--- src/hw/rtl/mfm_pkg.sv ---
// ----------------------------------------------------------------------------
// mfm_pkg
// Shared types and constants for the motor feedback monitor.
// ----------------------------------------------------------------------------
package mfm_pkg;

   localparam int unsigned ResWidth    = 17;
   localparam int unsigned CfgWidth    = 16;
   localparam int unsigned AngleWidth  = 16;
   localparam int unsigned ValueWidth  = 16;
   localparam int unsigned PosWidth    = 32;
   localparam int unsigned CountWidth  = 16;
   localparam int unsigned IndexWidth  = 3;
   localparam int unsigned ReqDataWidth = 48;
   localparam int unsigned RspDataWidth = 56;

   localparam logic [ResWidth-1:0]   ResolutionReset = 17'd8192;
   localparam logic [CfgWidth-1:0]   OfflineReset    = 16'd50;
   localparam logic [CfgWidth-1:0]   StopSpeedReset  = 16'd50;
   localparam logic [CountWidth-1:0] CountMax        = '1;

   typedef enum logic [1:0] {
      KIND_FRAME = 2'd0,
      KIND_TICK  = 2'd1,
      KIND_CHECK = 2'd2
   } kind_type;

   typedef enum logic [1:0] {
      ST_OFFLINE = 2'd0,
      ST_STOP    = 2'd1,
      ST_RUNNING = 2'd2,
      ST_STALL   = 2'd3
   } status_type;

   typedef enum logic [IndexWidth-1:0] {
      REG_RESOLUTION   = 3'd0,
      REG_POS_ENABLE   = 3'd1,
      REG_STALL_ENABLE = 3'd2,
      REG_STALL_SOURCE = 3'd3,
      REG_STALL_THRESH = 3'd4,
      REG_STALL_TIME   = 3'd5,
      REG_OFFLINE_LIM  = 3'd6,
      REG_STOP_SPEED   = 3'd7
   } reg_index_type;

   // Magnitude of a 16-bit signed value, one bit wider.
   function automatic logic [ValueWidth:0] magnitude(input logic [ValueWidth-1:0] v);
      logic [ValueWidth:0] ext;
      ext = {v[ValueWidth-1], v};
      return v[ValueWidth-1] ? (~ext + 1'b1) : ext;
   endfunction

endpackage

--- src/hw/rtl/motor_feedback_monitor.sv ---
// ----------------------------------------------------------------------------
// motor_feedback_monitor
// Multi-turn encoder unwrap, feedback age tracking and stall detection.
// ----------------------------------------------------------------------------
// Each request is one of three kinds: a feedback frame, a millisecond tick or
// a status check, and each produces exactly one response carrying the motor
// status, the multi-turn position and the stall counter after that request.
// A request is processed on acceptance: the state and response registers are
// both loaded at the edge that accepts it, so a new request can be taken every
// cycle while the response register is empty or being drained. Configuration
// must be written through the csr port only while idle; this is not enforced.
module motor_feedback_monitor (
   input  logic                            clock,
   input  logic                            reset,
   input  logic                            req_tvalid,
   output logic                            req_tready,
   // angle [15:0], speed [31:16], current [47:32]
   input  logic [mfm_pkg::ReqDataWidth-1:0] req_tdata,
   // kind [1:0]
   input  logic [1:0]                      req_tuser,
   output logic                            rsp_tvalid,
   input  logic                            rsp_tready,
   // status [1:0], position [33:2], stall_checks [49:34], zero [55:50]
   output logic [mfm_pkg::RspDataWidth-1:0] rsp_tdata,
   input  logic                            csr_we,
   input  logic [mfm_pkg::IndexWidth-1:0]  csr_index,
   input  logic [mfm_pkg::ResWidth-1:0]    csr_wdata
);
   import mfm_pkg::*;

   logic [ResWidth-1:0]   resolution_ff;
   logic                  pos_enable_ff;
   logic                  stall_enable_ff;
   logic                  stall_source_ff;
   logic [CfgWidth-1:0]   stall_thresh_ff;
   logic [CfgWidth-1:0]   stall_time_ff;
   logic [CfgWidth-1:0]   offline_lim_ff;
   logic [CfgWidth-1:0]   stop_speed_ff;

   logic signed [PosWidth-1:0] pos_ff, pos_in;
   logic [AngleWidth-1:0]      prev_angle_ff, prev_angle_in;
   logic                       seen_ff, seen_in;
   logic [CountWidth-1:0]      age_ff, age_in;
   logic [CountWidth-1:0]      count_ff, count_in;
   status_type                 state_ff, state_in;
   logic [ValueWidth-1:0]      speed_ff, speed_in;
   logic [ValueWidth-1:0]      current_ff, current_in;

   logic                       rsp_valid_ff, rsp_valid_in;
   logic [RspDataWidth-1:0]    rsp_data_ff, rsp_data_in;

   logic                       req_accept;
   kind_type                   kind;
   logic [AngleWidth-1:0]      angle;
   logic signed [AngleWidth:0] diff;
   logic [AngleWidth:0]        adiff;
   logic signed [AngleWidth+2:0] delta;
   logic signed [PosWidth+1:0] sum;
   logic [ValueWidth:0]        speed_mag;
   logic [ValueWidth:0]        watched_mag;
   logic [CountWidth-1:0]      count_inc;
   logic [CountWidth+3:0]      count_x10;

   assign req_tready = !rsp_valid_ff || rsp_tready;
   assign req_accept = req_tvalid && req_tready;
   assign kind       = kind_type'(req_tuser);
   assign angle      = req_tdata[15:0];

   // Angle unwrap and saturating position sum.
   assign diff  = $signed({1'b0, angle}) - $signed({1'b0, prev_angle_ff});
   assign adiff = diff[AngleWidth] ? 17'(-diff) : 17'(diff);
   always_comb begin
      delta = {{2{diff[AngleWidth]}}, diff};
      if (adiff > {1'b0, resolution_ff[ResWidth-1:1]}) begin
         if (diff[AngleWidth]) begin
            delta = delta + $signed({2'b00, resolution_ff});
         end else begin
            delta = delta - $signed({2'b00, resolution_ff});
         end
      end
      sum = {{2{pos_ff[PosWidth-1]}}, pos_ff} + {{(PosWidth-AngleWidth-1){delta[AngleWidth+2]}}, delta};
   end

   assign speed_mag   = magnitude(speed_ff);
   assign watched_mag = magnitude(stall_source_ff ? current_ff : speed_ff);
   assign count_inc   = (count_ff == CountMax) ? count_ff : count_ff + 1'b1;
   assign count_x10   = {1'b0, count_inc, 3'b000} + {3'b000, count_inc, 1'b0};

   always_comb begin
      pos_in        = pos_ff;
      prev_angle_in = prev_angle_ff;
      seen_in       = seen_ff;
      age_in        = age_ff;
      count_in      = count_ff;
      state_in      = state_ff;
      speed_in      = speed_ff;
      current_in    = current_ff;
      if (req_accept) begin
         unique case (kind)
            KIND_FRAME: begin
               speed_in   = req_tdata[31:16];
               current_in = req_tdata[47:32];
               age_in     = '0;
               if (!pos_enable_ff) begin
                  pos_in  = '0;
                  seen_in = 1'b0;
               end else if (!seen_ff) begin
                  prev_angle_in = angle;
                  seen_in       = 1'b1;
               end else begin
                  prev_angle_in = angle;
                  if (sum > 34'sh0_7FFF_FFFF) begin
                     pos_in = 32'sh7FFF_FFFF;
                  end else if (sum < -34'sh0_8000_0000) begin
                     pos_in = 32'sh8000_0000;
                  end else begin
                     pos_in = sum[PosWidth-1:0];
                  end
               end
            end
            KIND_TICK: begin
               if (age_ff != CountMax) begin
                  age_in = age_ff + 1'b1;
               end
            end
            KIND_CHECK: begin
               if (age_ff > offline_lim_ff) begin
                  state_in = ST_OFFLINE;
               end else begin
                  state_in = (speed_mag < {1'b0, stop_speed_ff}) ? ST_STOP : ST_RUNNING;
                  if (stall_enable_ff) begin
                     if (watched_mag > {1'b0, stall_thresh_ff} && state_in == ST_STOP) begin
                        count_in = count_inc;
                        // count > time / 10 is the same test as 10 * count > time.
                        if (count_x10 > {4'b0000, stall_time_ff}) begin
                           state_in = ST_STALL;
                        end
                     end else begin
                        count_in = '0;
                     end
                  end
               end
            end
            default: begin
            end
         endcase
      end
   end

   always_comb begin
      rsp_valid_in = rsp_valid_ff && !rsp_tready;
      rsp_data_in  = rsp_data_ff;
      if (req_accept) begin
         rsp_valid_in = 1'b1;
         rsp_data_in  = {6'b000000, count_in, pos_in, state_in};
      end
   end

   always_ff @(posedge clock) begin
      if (reset) begin
         resolution_ff   <= ResolutionReset;
         pos_enable_ff   <= 1'b0;
         stall_enable_ff <= 1'b0;
         stall_source_ff <= 1'b0;
         stall_thresh_ff <= '0;
         stall_time_ff   <= '0;
         offline_lim_ff  <= OfflineReset;
         stop_speed_ff   <= StopSpeedReset;
      end else if (csr_we) begin
         unique case (reg_index_type'(csr_index))
            REG_RESOLUTION:   resolution_ff   <= csr_wdata;
            REG_POS_ENABLE:   pos_enable_ff   <= csr_wdata[0];
            REG_STALL_ENABLE: stall_enable_ff <= csr_wdata[0];
            REG_STALL_SOURCE: stall_source_ff <= csr_wdata[0];
            REG_STALL_THRESH: stall_thresh_ff <= csr_wdata[CfgWidth-1:0];
            REG_STALL_TIME:   stall_time_ff   <= csr_wdata[CfgWidth-1:0];
            REG_OFFLINE_LIM:  offline_lim_ff  <= csr_wdata[CfgWidth-1:0];
            REG_STOP_SPEED:   stop_speed_ff   <= csr_wdata[CfgWidth-1:0];
            default: begin
            end
         endcase
      end
   end

   always_ff @(posedge clock) begin
      if (reset) begin
         pos_ff        <= '0;
         prev_angle_ff <= '0;
         seen_ff       <= 1'b0;
         age_ff        <= CountMax;
         count_ff      <= '0;
         state_ff      <= ST_OFFLINE;
         speed_ff      <= '0;
         current_ff    <= '0;
         rsp_valid_ff  <= 1'b0;
      end else begin
         pos_ff        <= pos_in;
         prev_angle_ff <= prev_angle_in;
         seen_ff       <= seen_in;
         age_ff        <= age_in;
         count_ff      <= count_in;
         state_ff      <= state_in;
         speed_ff      <= speed_in;
         current_ff    <= current_in;
         rsp_valid_ff  <= rsp_valid_in;
      end
   end

   always_ff @(posedge clock) begin
      rsp_data_ff <= rsp_data_in;
   end

   assign rsp_tvalid = rsp_valid_ff;
   assign rsp_tdata  = rsp_data_ff;

`ifndef SYNTH
   a_stall_has_count: assert property (@(posedge clock) disable iff (reset)
      state_ff == ST_STALL |-> count_ff != '0)
      else $error("stall status with a zero stall counter");

   a_pos_disabled_clears: assert property (@(posedge clock) disable iff (reset)
      req_accept && kind == KIND_FRAME && !pos_enable_ff |=> pos_ff == '0)
      else $error("frame with position disabled left a nonzero position");

   a_accept_gives_rsp: assert property (@(posedge clock) disable iff (reset)
      req_accept |=> rsp_tvalid)
      else $error("accepted request produced no response");
`endif

endmodule
--- config.mk ---
export PLATFORM = sky130hd
export DESIGN_NAME = motor_feedback_monitor
export DESIGN_NICKNAME = d
export VERILOG_FILES = /design/src/hw/rtl/mfm_pkg.sv /design/src/hw/rtl/motor_feedback_monitor.sv
export SDC_FILE = /design/constraint.sdc
export NUM_CORES = 1
export LEC_CHECK = 0
export BUFFER_PORTS_ARGS = -buffer_cell sky130_fd_sc_hd__buf_4
export CORE_MARGIN = 3
export CORE_UTILIZATION = 30
export CTS_BUF_LIST = sky130_fd_sc_hd__clkbuf_4 sky130_fd_sc_hd__clkbuf_8
export DETAILED_ROUTE_END_ITERATION = 6
export GPL_TIMING_DRIVEN = 0
export SYNTH_ARGS = -nofsm -noshare
export SYNTH_HDL_FRONTEND = slang
export SYNTH_SLANG_ARGS = --single-unit
--- constraint.sdc ---
create_clock -name clock -period 10.1 [get_ports clock]
set_input_delay 2.02 -clock clock [delete_from_list [all_inputs] [get_ports clock]]
set_output_delay 2.02 -clock clock [all_outputs]
set_load 0.03 [all_outputs]
After elaboration in Yosys (flattened, before gate mapping)

Index checks and enable logic that the tools add are counted.

Bitwise logic cells: 2
Muxes and demuxes: 29
$lt $le $gt $ge: 7
$add $sub $neg: 10
Reductions and logical operators: 20
Eq/ne operators: 13

Operators by type and width:

| kind                                                             | number |
|---|---|
| 2-to-1 mux 32 bit                                                | 6 |
| 2-to-1 mux 16 bit                                                | 8 |
| 2-to-1 mux 17 bit                                                | 3 |
| 2-to-1 mux 19 bit                                                | 2 |
| adder 17 x 1 -> 17 bit (second input constant)                   | 2 |
| greater-than comparator 17 x 16 -> 1 bit                         | 2 |
| NOT 17 bit                                                       | 2 |
| adder 32 x 19 -> 33 bit                                          | 1 |
| greater-than comparator 33 x 32 -> 1 bit (second input constant) | 1 |
| < comparator 33 x 32 -> 1 bit (second input constant)            | 1 |
| adder 16 x 1 -> 16 bit (second input constant)                   | 2 |
| one-hot mux 16 bit (2 select lines)                              | 1 |
| adder 19 x 17 -> 20 bit                                          | 1 |
| greater-than comparator 20 x 16 -> 1 bit                         | 1 |
| adder 17 x 18 -> 19 bit                                          | 1 |
| subtractor 17 x 18 -> 19 bit                                     | 1 |
| AND reduction 2 bit                                              | 9 |
| < comparator 17 x 16 -> 1 bit                                    | 1 |
| negator 17 bit                                                   | 1 |
| subtractor 16 x 16 -> 17 bit                                     | 1 |
| == test 16 bit (second input constant)                           | 1 |
| greater-than comparator 16 bit                                   | 1 |
| inequality test 16 bit (second input constant)                   | 1 |
| 2-to-1 mux 2 bit                                                 | 7 |
| other kinds (14)                                                 | 24 |

Output and inout bits: 58
Word-level logic and storage cells: 99
Bits in registers: 250

Logic depth before layout (Yosys ltp)

Gate-level depths: netlist of run 1.

Word-level depth: 13
Gate-level depth with buffers: 36
Gate-level depth less buffers: 31

Least setup slack after synthesis of run 1

OpenSTA, ideal clock, no wires.

Kind: input to register
Start: in req_tdata[0] in the netlist's numbering
End: reg rsp_data_ff[2], in the netlist rsp_tdata[2], data pin
Stages: 32
Setup time: 0.273 ns
Arrival time: 9.603 ns
Slack: 0.223 ns
Path buffers: 4
Required time: 9.827 ns
Cells stage by stage: inv_1 ha_1 fa_1 nand2b_1 a21o_1 a31oi_1 a21oi_1 o21ai_0 clkbuf_1 clkbuf_1 o21ai_0 fa_1 a21o_1 a221o_1 o221ai_1 a21boi_0 o41a_1 inv_1 maj3_1 o2111ai_1 a32oi_1 ha_1 and3_1 a221o_1 or3_1 a21o_1 o21ai_1 buf_2 nand2_1 clkbuf_1 a21oi_1 nor3_1

Cells in the longest elaborated chain, start to end: 13

RTL lines:

| item                                     | line                          | RTL |
|---|---|---|
| from (decl)                              | motor_feedback_monitor.sv:18  | `input logic [mfm_pkg::ReqDataWidth-1:0] req_tdata,` |
| subtractor 16 x 16 -> 17 bit (*)         | motor_feedback_monitor.sv:70  | `assign diff = $signed({1'b0, angle}) - $signed({1'b0, prev_angle_ff});` |
| negator 17 bit                           | motor_feedback_monitor.sv:71  | `assign adiff = diff[AngleWidth] ? 17'(-diff) : 17'(diff);` |
| 2-to-1 mux 17 bit                        | motor_feedback_monitor.sv:71  |  |
| greater-than comparator 17 x 16 -> 1 bit | motor_feedback_monitor.sv:74  | `if (adiff > {1'b0, resolution_ff[ResWidth-1:1]}) begin` |
| 2-to-1 mux 19 bit (*)                    | motor_feedback_monitor.sv:74  |  |
| adder 32 x 19 -> 33 bit (*)              | motor_feedback_monitor.sv:81  | `sum = {{2{pos_ff[PosWidth-1]}}, pos_ff} + {{(PosWidth-AngleWidth-1){delta[AngleWidth+2]}}, delta};` |
| < comparator 33 x 32 -> 1 bit            | motor_feedback_monitor.sv:114 | `end else if (sum < -34'sh0_8000_0000) begin` |
| 2-to-1 mux 32 bit                        | motor_feedback_monitor.sv:114 |  |
| 2-to-1 mux 32 bit (*)                    | motor_feedback_monitor.sv:112 | `if (sum > 34'sh0_7FFF_FFFF) begin` |
| 2-to-1 mux 32 bit (*)                    | motor_feedback_monitor.sv:107 | `end else if (!seen_ff) begin` |
| 2-to-1 mux 32 bit (*)                    | motor_feedback_monitor.sv:104 | `if (!pos_enable_ff) begin` |
| 2-to-1 mux 32 bit (*)                    | motor_feedback_monitor.sv:99  | `unique case (kind)` |
| 2-to-1 mux 32 bit (*)                    | motor_feedback_monitor.sv:98  | `if (req_accept) begin` |
| via pos_in[0]                            | motor_feedback_monitor.sv:40  | `logic signed [PosWidth-1:0] pos_ff, pos_in;` |
| to (signal assigned)                     | motor_feedback_monitor.sv:210 | `rsp_data_ff <= rsp_data_in;` |
| to (decl)                                | motor_feedback_monitor.sv:50  | `logic [RspDataWidth-1:0] rsp_data_ff, rsp_data_in;` |

Mark *: on every way through the listed nets, which the timed path passes. The rest lies on a longest branch.
A chain may end at the register's enable or synchronous reset.

Worst setup path after layout of run 1

Start: in req_tdata[0] in the netlist's numbering
End: reg rsp_data_ff[8], in the netlist rsp_tdata[8], data pin

Same word-level chain as after synthesis.

==> results.json, run 1 <==
{
  "fill_cells": 5971,
  "io_pins": 133,
  "worst_pin_slew_ns": 1.10,
  "synth-xor-area-share_pct": 6.88,
  "die-area_um2": 61900,
  "synth.distinct_cells": 86,
  "combPwrFrac_pct": 29.0,
  "numCtsBuffers": 45,
  "first_pass_iters": 5,
  "setup_viol": 0,
  "power.internal_mw": 2.06,
  "cp-start-kind": "primary input",
  "critPathCaptureType": "flip-flop",
  "clkLatencyLatePin_ns": 0.65,
  "grt_pass1_wl_um": 86400,
  "power_frac_seq_pct": 34.5,
  "grt_max_degree": 35,
  "drt_iter0_markers": 816,
  "hold_violations": 0,
  "synth_compound_area_share_pct": 21.7,
  "die_w_um": 249,
  "min_period_ns": 9.83,
  "powerDensity_nw_per_um2": 149,
  "async_flop_share_pct": 0,
  "layout_setup_ws_ns": 0.274,
  "synth-simple-area-share_pct": 20.1,
  "sw_frac_of_total_pct": 33.5,
  "viasPerCell": 5.15,
  "gp_congestion": 0.901,
  "p_switching_mw": 1.04,
  "synth_mux_area_share_pct": 1.95,
  "layout.nets": 2641,
  "p_clk_share_pct": 36.5,
  "ys_seq_elements": 250,
  "critical_path_buf_inv_count": 8,
  "wire_per_inst_um": 17.1,
  "startpoint": "req_tdata[0]",
  "root_buffer": "clkbuf_8",
  "antenna_found_initial": 4,
  "drive_gt1_share_pct": 11.5,
  "dp_hpwl_um": 43200,
  "postSynthAreaPerCell_um2": 7.96,
  "timing.fmax_mhz": 102,
  "cap_viol_max_count": 0,
  "yosysWarningCount": 0,
  "htree_levels": 2,
  "die_y_um": 249,
  "synth.yosys.seq_area_share_pct": 31.1,
  "yosys.area.top_type": "dfxtp_1",
  "route.detailed.drc": 0,
  "status": "finished, final reports clean",
  "syn_area_um2": 17700,
  "critical_path_class": "primary input to flip-flop",
  "cts.sinks": 250,
  "worst_ir_drop_vdd_mv": 0.0771,
  "total_power_mw": 3.10,
  "clock_path_buffers": 3,
  "track_usage_pct": 17.1,
  "hold_path.class": "flip-flop to flip-flop",
  "cp_slowest_cell": "fa_1",
  "regArea_um2": 5510,
  "r2r-start": "prev_angle_ff[0]$_SDFFE_PP0P_",
  "area.growth.synth_to_final_pct": 17.9,
  "yosys-top-cells-area": "dfxtp_1 (23%), ha_1 (11%), edfxtp_1 (8.5%)",
  "synth.top_cell.area_share_pct": 22.6,
  "rows": 88,
  "worstPathArrival_ns": 10.19,
  "critPathMaxStageDelay_ns": 0.47,
  "vias": 16510,
  "pre_cts_ws_ns": -2.23,
  "cts_tree": "done",
  "globalRouteOverflowTotal": 0,
  "cp_max_fo": 10,
  "cp_top_family": "compound AO/OA/AOI/OAI gates",
  "grt_pass1_vias": 16199,
  "clk_pin_slew_ns": 0.06,
  "coreArea_um2": 58000,
  "yosysMostFrequentCell": "nand2_1",
  "fin_crit_sh_pct": 97.3,
  "portBuffers": 122,
  "report.final.slew_viol_count": 0,
  "synthCells": 2223,
  "slew-limit-headroom_pct": 26.6,
  "multi_input_area_um2": 11300,
  "start_util_pct": 30.5,
  "leakagePower_nw": 8.44,
  "worst_hold_startpoint": "prev_angle_ff[14]$_SDFFE_PP0P_",
  "timing.hold.ws_ns": 0.452,
  "routed_wl_um": 54800,
  "synth_edf_count": 50,
  "finClkSkew_ns": 0.0494,
  "ant_nets": 0,
  "synth_top_family_by_area": "compound AO/OA/AOI/OAI gates",
  "synth_ff_type": "dfxtp_1",
  "synth_commonest_cells": "nand2_1 (363), a21oi_1 (242), dfxtp_1 (200), ha_1 (161), inv_1 (143)",
  "synth-adder-area-share_pct": 12.6,
  "critical_path_required_ns": 10.47
}
## power by group through the flow
| stage | clock network, mW | logic, mW | registers [mW] |
|---|---|---|---|
| global placement | 0 | 0.840 | 1.09 |
| finish | 1.13 | 0.899 | 1.07 |
| detailed placement | 0 | 0.860 | 1.09 |
| CTS | 1.17 | 0.882 | 1.07 |
| floorplan | 0 | 0.601 | 1.10 |
| global route | 1.21 | 0.991 | 1.07 |
## per-layer routing
layer	wire length, um	track usage (%)	up-vias
met2	25500	28.8	412
li1	-	-	8229
met1	24600	21.8	7741
met4	1990	6.54	2
met5	12	0	-
met3	2710	3.13	126
## state kept, by name, summed over array words and instances, names as in the netlist
signal	flops
seen_ff	1
stall_source_ff	1
stall_enable_ff	1
state_ff	2
pos_ff	32
stall_thresh_ff	16
speed_ff	16
resolution_ff	17
current_ff	16
prev_angle_ff	16
stop_speed_ff	16
count_ff	16
rsp_tvalid	1
rsp_tdata	50
stall_time_ff	16
age_ff	16
offline_lim_ff	16
pos_enable_ff	1
## layout make-up
cell class,instances,area share [%]
Sequential cell,250,26.4
Buffer,106,2.26
Clock inverter,16,1.12
Timing Repair Buffer,127,4.63
Clock buffer,67,4.00
Multi-Input combinational cell,1728,54.4
Tap cell,765,4.59
Antenna cell,3,0.0360
Inverter,143,2.57
## worst paths after layout
check / to / slack [ns] / depth (start not counted)
setup reg to reg: rsp_tdata[8]$_DFFE_PP_ / 1.47 / 32
setup / recovery: rsp_tdata[8]$_DFFE_PP_ / 0.27 / 34
hold reg to reg: prev_angle_ff[14]$_SDFFE_PP0P_ / 0.45 / 2
hold / removal: prev_angle_ff[14]$_SDFFE_PP0P_ / 0.45 / 2
## layout by cell type, fill, tap and decap left out, types with 19 or more instances in the layout
| master | count |
|---|---|
| nand2b_1 | 28 |
| nor2_1 | 122 |
| dfxtp_1 | 200 |
| xor2_1 | 44 |
| o21a_1 | 28 |
| buf_4 | 134 |
| clkbuf_1 | 86 |
| a21o_1 | 62 |
| nand2_1 | 362 |
| nor3_1 | 42 |
| o21ai_0 | 104 |
| a21oi_1 | 238 |
| nand3_1 | 54 |
| nand4_1 | 25 |
| inv_1 | 142 |
| nor2b_1 | 19 |
| ha_1 | 161 |
| xnor2_1 | 92 |
| edfxtp_1 | 50 |
| clkbuf_8 | 53 |
## cell families (layout without fill, tap and decap cells)
family / count (synthesis) / in the layout
XOR/XNOR: 138 / 138
multiplexers: 32 / 32
other: 1 / 9
AO/OA/AOI/OAI: 610 / 610
AND/OR/NAND/NOR: 763 / 763
buffers and inverters: 250 / 459
flip-flops: 250 / 250
adder cells (fa/ha/maj): 179 / 179
## through the flow
stage | util, % | std cells | setup TNS (ns) | instance area (um2)
global placement | 33.7 | 3115 | -128.26 | 19600
global route | 35.9 | 3204 | -0.673 | 20900
CTS | 35.8 | 3201 | 0 | 20800
floorplan | - | 2228 | 0 | 17700
detailed placement | 33.8 | 3117 | -112.28 | 19600
finish | 35.9 | 3205 | 0 | 20900
## repair_timing
item,in CTS,in global routing
buffers inserted,1,2
resized for setup,19,27
cloned,0,0
endpoints found under the hold margin,0,0
hold buffers,0,0
endpoints found under the setup margin,64,62
pin swaps,1,3
## worst reg2reg max path, delay by kind of cell (launching register included)
kind            cells  cell delay (ns)
simple gates        3             0.69
fa+ha+maj           6             2.00
mux                 1             0.24
compound gates     16             3.84
flops               1             0.31
buf+inv             6             1.26
Note: power is estimated with default switching activity, not from simulation.
==> run 2: changes to the inputs <==
- CAP_MARGIN: unset -> 30
- CTS_BUF_LIST: sky130_fd_sc_hd__clkbuf_4 sky130_fd_sc_hd__clkbuf_8 -> unset
==> results.json, run 2 (same netlist as run 1, synthesis figures left out) <==
{
  "critical_path_required_ns": 10.41,
  "first_pass_iters": 5,
  "worst_r2r_path_depth": 31,
  "worst_ir_drop_vdd_mv": 0.129,
  "status": "finished, final reports clean",
  "critPathMaxStageDelay_ns": 0.47,
  "fin_crit_sh_pct": 96.2,
  "cp_slowest_cell": "fa_1",
  "io_pins": 133,
  "start_util_pct": 30.5,
  "dp_hpwl_um": 43300,
  "grt_pass1_vias": 16025,
  "ff2ff_setup_slack_ns": 1.66,
  "hold_path.class": "flip-flop to flip-flop",
  "worstPathArrival_ns": 10.03,
  "startpoint": "req_tdata[0]",
  "min_period_ns": 9.72,
  "min_to": "offline_lim_ff[12]$_SDFFE_PP0P_",
  "r2r-start": "prev_angle_ff[0]$_SDFFE_PP0P_",
  "slew-limit-headroom_pct": 31.9,
  "die_w_um": 249,
  "regArea_um2": 5510,
  "crit-reg2reg-capture": "rsp_tdata[7]$_DFFE_PP_",
  "cts_tree": "done",
  "hold_violations": 0,
  "grt_max_degree": 35,
  "mostFrequentLayoutCells": "nand2_1 (362), a21oi_1 (240), dfxtp_1 (200)",
  "layout.nets": 2626,
  "clock_path_buffers": 3,
  "antenna_found_initial": 6,
  "vias": 16429,
  "gr-max-usage-layer": "met2",
  "wire_per_inst_um": 17.2,
  "place_inst": 3119,
  "cap_viol_max_count": 0,
  "worst_hold_startpoint": "offline_lim_ff[12]$_SDFFE_PP0P_",
  "globalRouteOverflowTotal": 0,
  "track_usage_pct": 16.8,
  "final_util_pct": 35.7,
  "cp_max_fo": 10,
  "drt_iter0_markers": 876,
  "report.final.slew_viol_count": 0,
  "critPathCaptureType": "flip-flop",
  "finClkSkew_ns": 0.0323,
  "worst_pin_slew_ns": 1.02,
  "multi_input_area_um2": 11300,
  "critical_path_class": "primary input to flip-flop",
  "cp-start-kind": "primary input",
  "route.detailed.drc": 0,
  "clk_pin_slew_ns": 0.06,
  "routed_wl_um": 54700,
  "portBuffers": 122,
  "rows": 88,
  "powerDensity_nw_per_um2": 145,
  "stdcell_count": 3177,
  "timing.fmax_mhz": 103,
  "numCtsBuffers": 28,
  "clkLatencyLatePin_ns": 0.59,
  "met3_usage_pct": 2.82,
  "worst_hold_path.num_cells": 2,
  "root_buffer": "clkbuf_16",
  "viasPerCell": 5.17,
  "gp_congestion": 0.901,
  "grt_pass1_wl_um": 85500,
  "finalSetupTns_ns": 0,
  "coreArea_um2": 58000,
  "setup_viol": 0,
  "die_y_um": 249,
  "grtUsageMet2_pct": 28.3,
  "postCtsHoldBufs": 0,
  "place_area_um2": 19600,
  "fill_cells": 5963,
  "layout_commonest_cell": "nand2_1",
  "grt_use_met1_pct": 21.4,
  "cts.sinks": 250,
  "ant_nets": 0,
  "final_area_um2": 20700,
  "largest_register_ffs": 50,
  "area.growth.synth_to_final_pct": 17.2,
  "die-area_um2": 61900,
  "leakagePower_nw": 8.34,
  "total_power_mw": 3.01,
  "drive_gt1_share_pct": 10.1,
  "htree_levels": 1
}
-- run 2: layout make-up --
type	instances	share of cell area (%)
multi-input cells	1728	54.7
flip-flops and latches	250	26.6
repair buffers	129	4.73
well taps	765	4.62
clock buffers	34	3.54
inverters	143	2.59
plain buffers	106	2.27
clock inverters	17	0.929
diodes	5	0.0603
-- run 2: critical path: cells and delay by family --
family          cells  cell delay (ns)
buf+inv             7             1.12
compound gates     15             3.65
mux                 1             0.27
fa+ha+maj           6             2.05
simple gates        4             0.91
-- run 2: power by group --
part	switching [mW]	internal, mW
sequential	0.0241	1.05
combinational	0.546	0.354
clock	0.444	0.596
-- run 2: worst max-delay path by stage --
stage	slack, ns	depth (start not counted)	to
after floorplan	0.22	32	rsp_tdata[2]$_DFFE_PP_
after global placement	-2.50	34	rsp_tdata[26]$_DFFE_PP_
after detailed placement	-1.97	36	rsp_tdata[2]$_DFFE_PP_
after CTS	0.02	34	rsp_tdata[2]$_DFFE_PP_
after global routing	-0.03	36	rsp_tdata[2]$_DFFE_PP_
final	0.38	33	rsp_tdata[7]$_DFFE_PP_
-- run 2: layer usage --
| metal | wire length (um) | share of wire (%) |
|---|---|---|
| met5 | 13 | 0.024 |
| met4 | 1910 | 3.5 |
| met3 | 2690 | 4.9 |
| met2 | 25600 | 47 |
| met1 | 24500 | 45 |
-- run 2: what timing repair did --
action | in CTS | in global routing
setup endpoints to repair | 64 | 63
cloned | 0 | 0
setup buffers | 1 | 2
pin swaps | 1 | 2
resized for setup | 17 | 29
-- run 2: through the flow --
step | setup WS, ns | hold WS (ns)
finish | 0.379 | 0.452
global route | -0.0262 | 0.473
CTS | 0.0167 | 0.455
detailed placement | -1.97 | 0.446
global placement | -2.50 | 0.442
floorplan | 0.223 | 0.436
==> run 3: changes to the inputs <==
- clock period: 10.1 -> 10.3 ns (I/O delays scaled with it)
==> results.json, run 3 (same netlist as run 1, synthesis figures left out) <==
{
  "drive_gt1_share_pct": 9.85,
  "ff2ff_setup_slack_ns": 1.73,
  "status": "finished, final reports clean",
  "layout_commonest_cell": "nand2_1",
  "min_to": "offline_lim_ff[12]$_SDFFE_PP0P_",
  "combPwrFrac_pct": 29.8,
  "p_clk_share_pct": 34.6,
  "slew-limit-headroom_pct": 31.8,
  "die_y_um": 249,
  "wl_met2_um": 25600,
  "total_power_mw": 2.94,
  "viasPerCell": 5.16,
  "place_area_um2": 19600,
  "fill_cells": 5969,
  "layout.nets": 2626,
  "route.detailed.drc": 0,
  "setup_viol": 0,
  "largest_register_ffs": 50,
  "cp_slowest_cell": "fa_1",
  "cap_viol_max_count": 0,
  "crit-reg2reg-capture": "rsp_tdata[2]$_DFFE_PP_",
  "pre_cts_ws_ns": -1.81,
  "coreArea_um2": 58000,
  "vias": 16378,
  "worst_hold_path.num_cells": 2,
  "timing.hold.ws_ns": 0.452,
  "rsz0062_at_grt": "no",
  "stdcell_count": 3177,
  "htree_levels": 1,
  "grt_pass1_vias": 16018,
  "wire_per_inst_um": 17.2,
  "clk_pin_slew_ns": 0.06,
  "routed-wl-met3_um": 2700,
  "track_usage_pct": 16.8,
  "worst_pin_slew_ns": 1.02,
  "cts.sinks": 250,
  "area.growth.synth_to_final_pct": 17.0,
  "hold_violations": 0,
  "worst_ir_drop_vdd_mv": 0.126,
  "dp_hpwl_um": 43300,
  "start_util_pct": 30.5,
  "die-area_um2": 61900,
  "critical_path_class": "primary input to flip-flop",
  "first_pass_iters": 5,
  "io_pins": 133,
  "cts_tree": "done",
  "r2r-start": "prev_angle_ff[5]$_SDFFE_PP0P_",
  "cp_max_fo": 10,
  "final_util_pct": 35.7,
  "powerDensity_nw_per_um2": 142,
  "root_buffer": "clkbuf_16",
  "layout_setup_ws_ns": 0.455,
  "gp_congestion": 0.901,
  "critPathMaxStageDelay_ns": 0.47,
  "worst_r2r_path_depth": 32,
  "leakagePower_nw": 8.33,
  "critical_path_required_ns": 10.58,
  "worstPathArrival_ns": 10.12,
  "power.internal_mw": 1.95,
  "globalRouteOverflowTotal": 0,
  "mostFrequentLayoutCells": "nand2_1 (362), a21oi_1 (240), dfxtp_1 (200)",
  "hold_path.class": "flip-flop to flip-flop",
  "numCtsBuffers": 28,
  "portBuffers": 122,
  "critPathCaptureType": "flip-flop",
  "fin_crit_sh_pct": 95.6,
  "routed_wl_um": 54600,
  "power_frac_seq_pct": 35.6,
  "finClkSkew_ns": 0.0320,
  "ant_nets": 0,
  "drt_iter0_markers": 877,
  "die_w_um": 249,
  "report.final.slew_viol_count": 0,
  "clkLatencyLatePin_ns": 0.59,
  "antenna_found_initial": 6,
  "top_layer": "met5",
  "rows": 88,
  "cp-start-kind": "primary input",
  "clock_path_buffers": 3,
  "place_inst": 3119,
  "finalSetupTns_ns": 0,
  "grt_pass1_wl_um": 85500,
  "final_area_um2": 20700,
  "timing.fmax_mhz": 102,
  "p_switching_uw": 992,
  "wl_met1_um": 24400,
  "sw_frac_of_total_pct": 33.7,
  "grt_max_degree": 35,
  "worst_hold_startpoint": "offline_lim_ff[12]$_SDFFE_PP0P_",
  "min_period_ns": 9.84
}
-- run 3: cell counts in the layout (fill, tap and decap cells not counted) --
No cell type changed its count.
-- run 3: metal layers --
layer | vias to the layer above | global-route usage [%]
li1 | 8172 | -
met1 | 7732 | 21.4
met2 | 374 | 28.3
met3 | 98 | 2.82
met4 | 2 | 6.47
met5 | - | 0
-- run 3: repair_timing --
item | in CTS | in global routing
resized for setup | 12 | 23
hold buffers | 0 | 0
setup buffers | 1 | 2
pin swaps | 1 | 2
endpoints found under the setup margin | 64 | 63
-- run 3: power by group through the flow --
| stage | clock, mW | combinational (mW) | sequential (mW) |
|---|---|---|---|
| 2_1_floorplan | 0 | 0.589 | 1.08 |
| 3_3_place_gp | 0 | 0.823 | 1.07 |
| 3_5_place_dp | 0 | 0.846 | 1.07 |
| 4_1_cts | 1.05 | 0.862 | 1.05 |
| 5_1_grt | 1.09 | 0.961 | 1.05 |
| 6_report | 1.02 | 0.876 | 1.05 |
-- run 3: worst max-delay path by stage --
stage	startpoint	endpoint	slack, ns	depth (start not counted)
detailed placement	req_tdata[0]	rsp_tdata[2]$_DFFE_PP_	-1.81	36
global route	req_tdata[0]	rsp_tdata[2]$_DFFE_PP_	0.008	34
CTS	req_tdata[0]	rsp_tdata[26]$_DFFE_PP_	0.02	36
finish	req_tdata[0]	rsp_tdata[2]$_DFFE_PP_	0.46	34
global placement	req_tdata[0]	rsp_tdata[26]$_DFFE_PP_	-2.34	34
floorplan	req_tdata[0]	rsp_tdata[2]$_DFFE_PP_	0.38	32
-- run 3: worst max-delay path: cells and delay by family --
| family | cells | cell delay (ns) |
|---|---|---|
| simple gates | 5 | 1.07 |
| buf+inv | 8 | 1.44 |
| compound gates | 16 | 3.87 |
| fa+ha+maj | 5 | 1.67 |
-- run 3: final cells by class --
type / count / area, um2 / area share, %
Multi-Input combinational cell: 1728 / 11300 / 54.7
Sequential cell: 250 / 5510 / 26.6
Timing Repair Buffer: 129 / 981 / 4.74
Tap cell: 765 / 957 / 4.63
Clock buffer: 34 / 733 / 3.54
Inverter: 143 / 537 / 2.59
Buffer: 106 / 460 / 2.23
Clock inverter: 17 / 193 / 0.931
Antenna cell: 5 / 12.5 / 0.0605
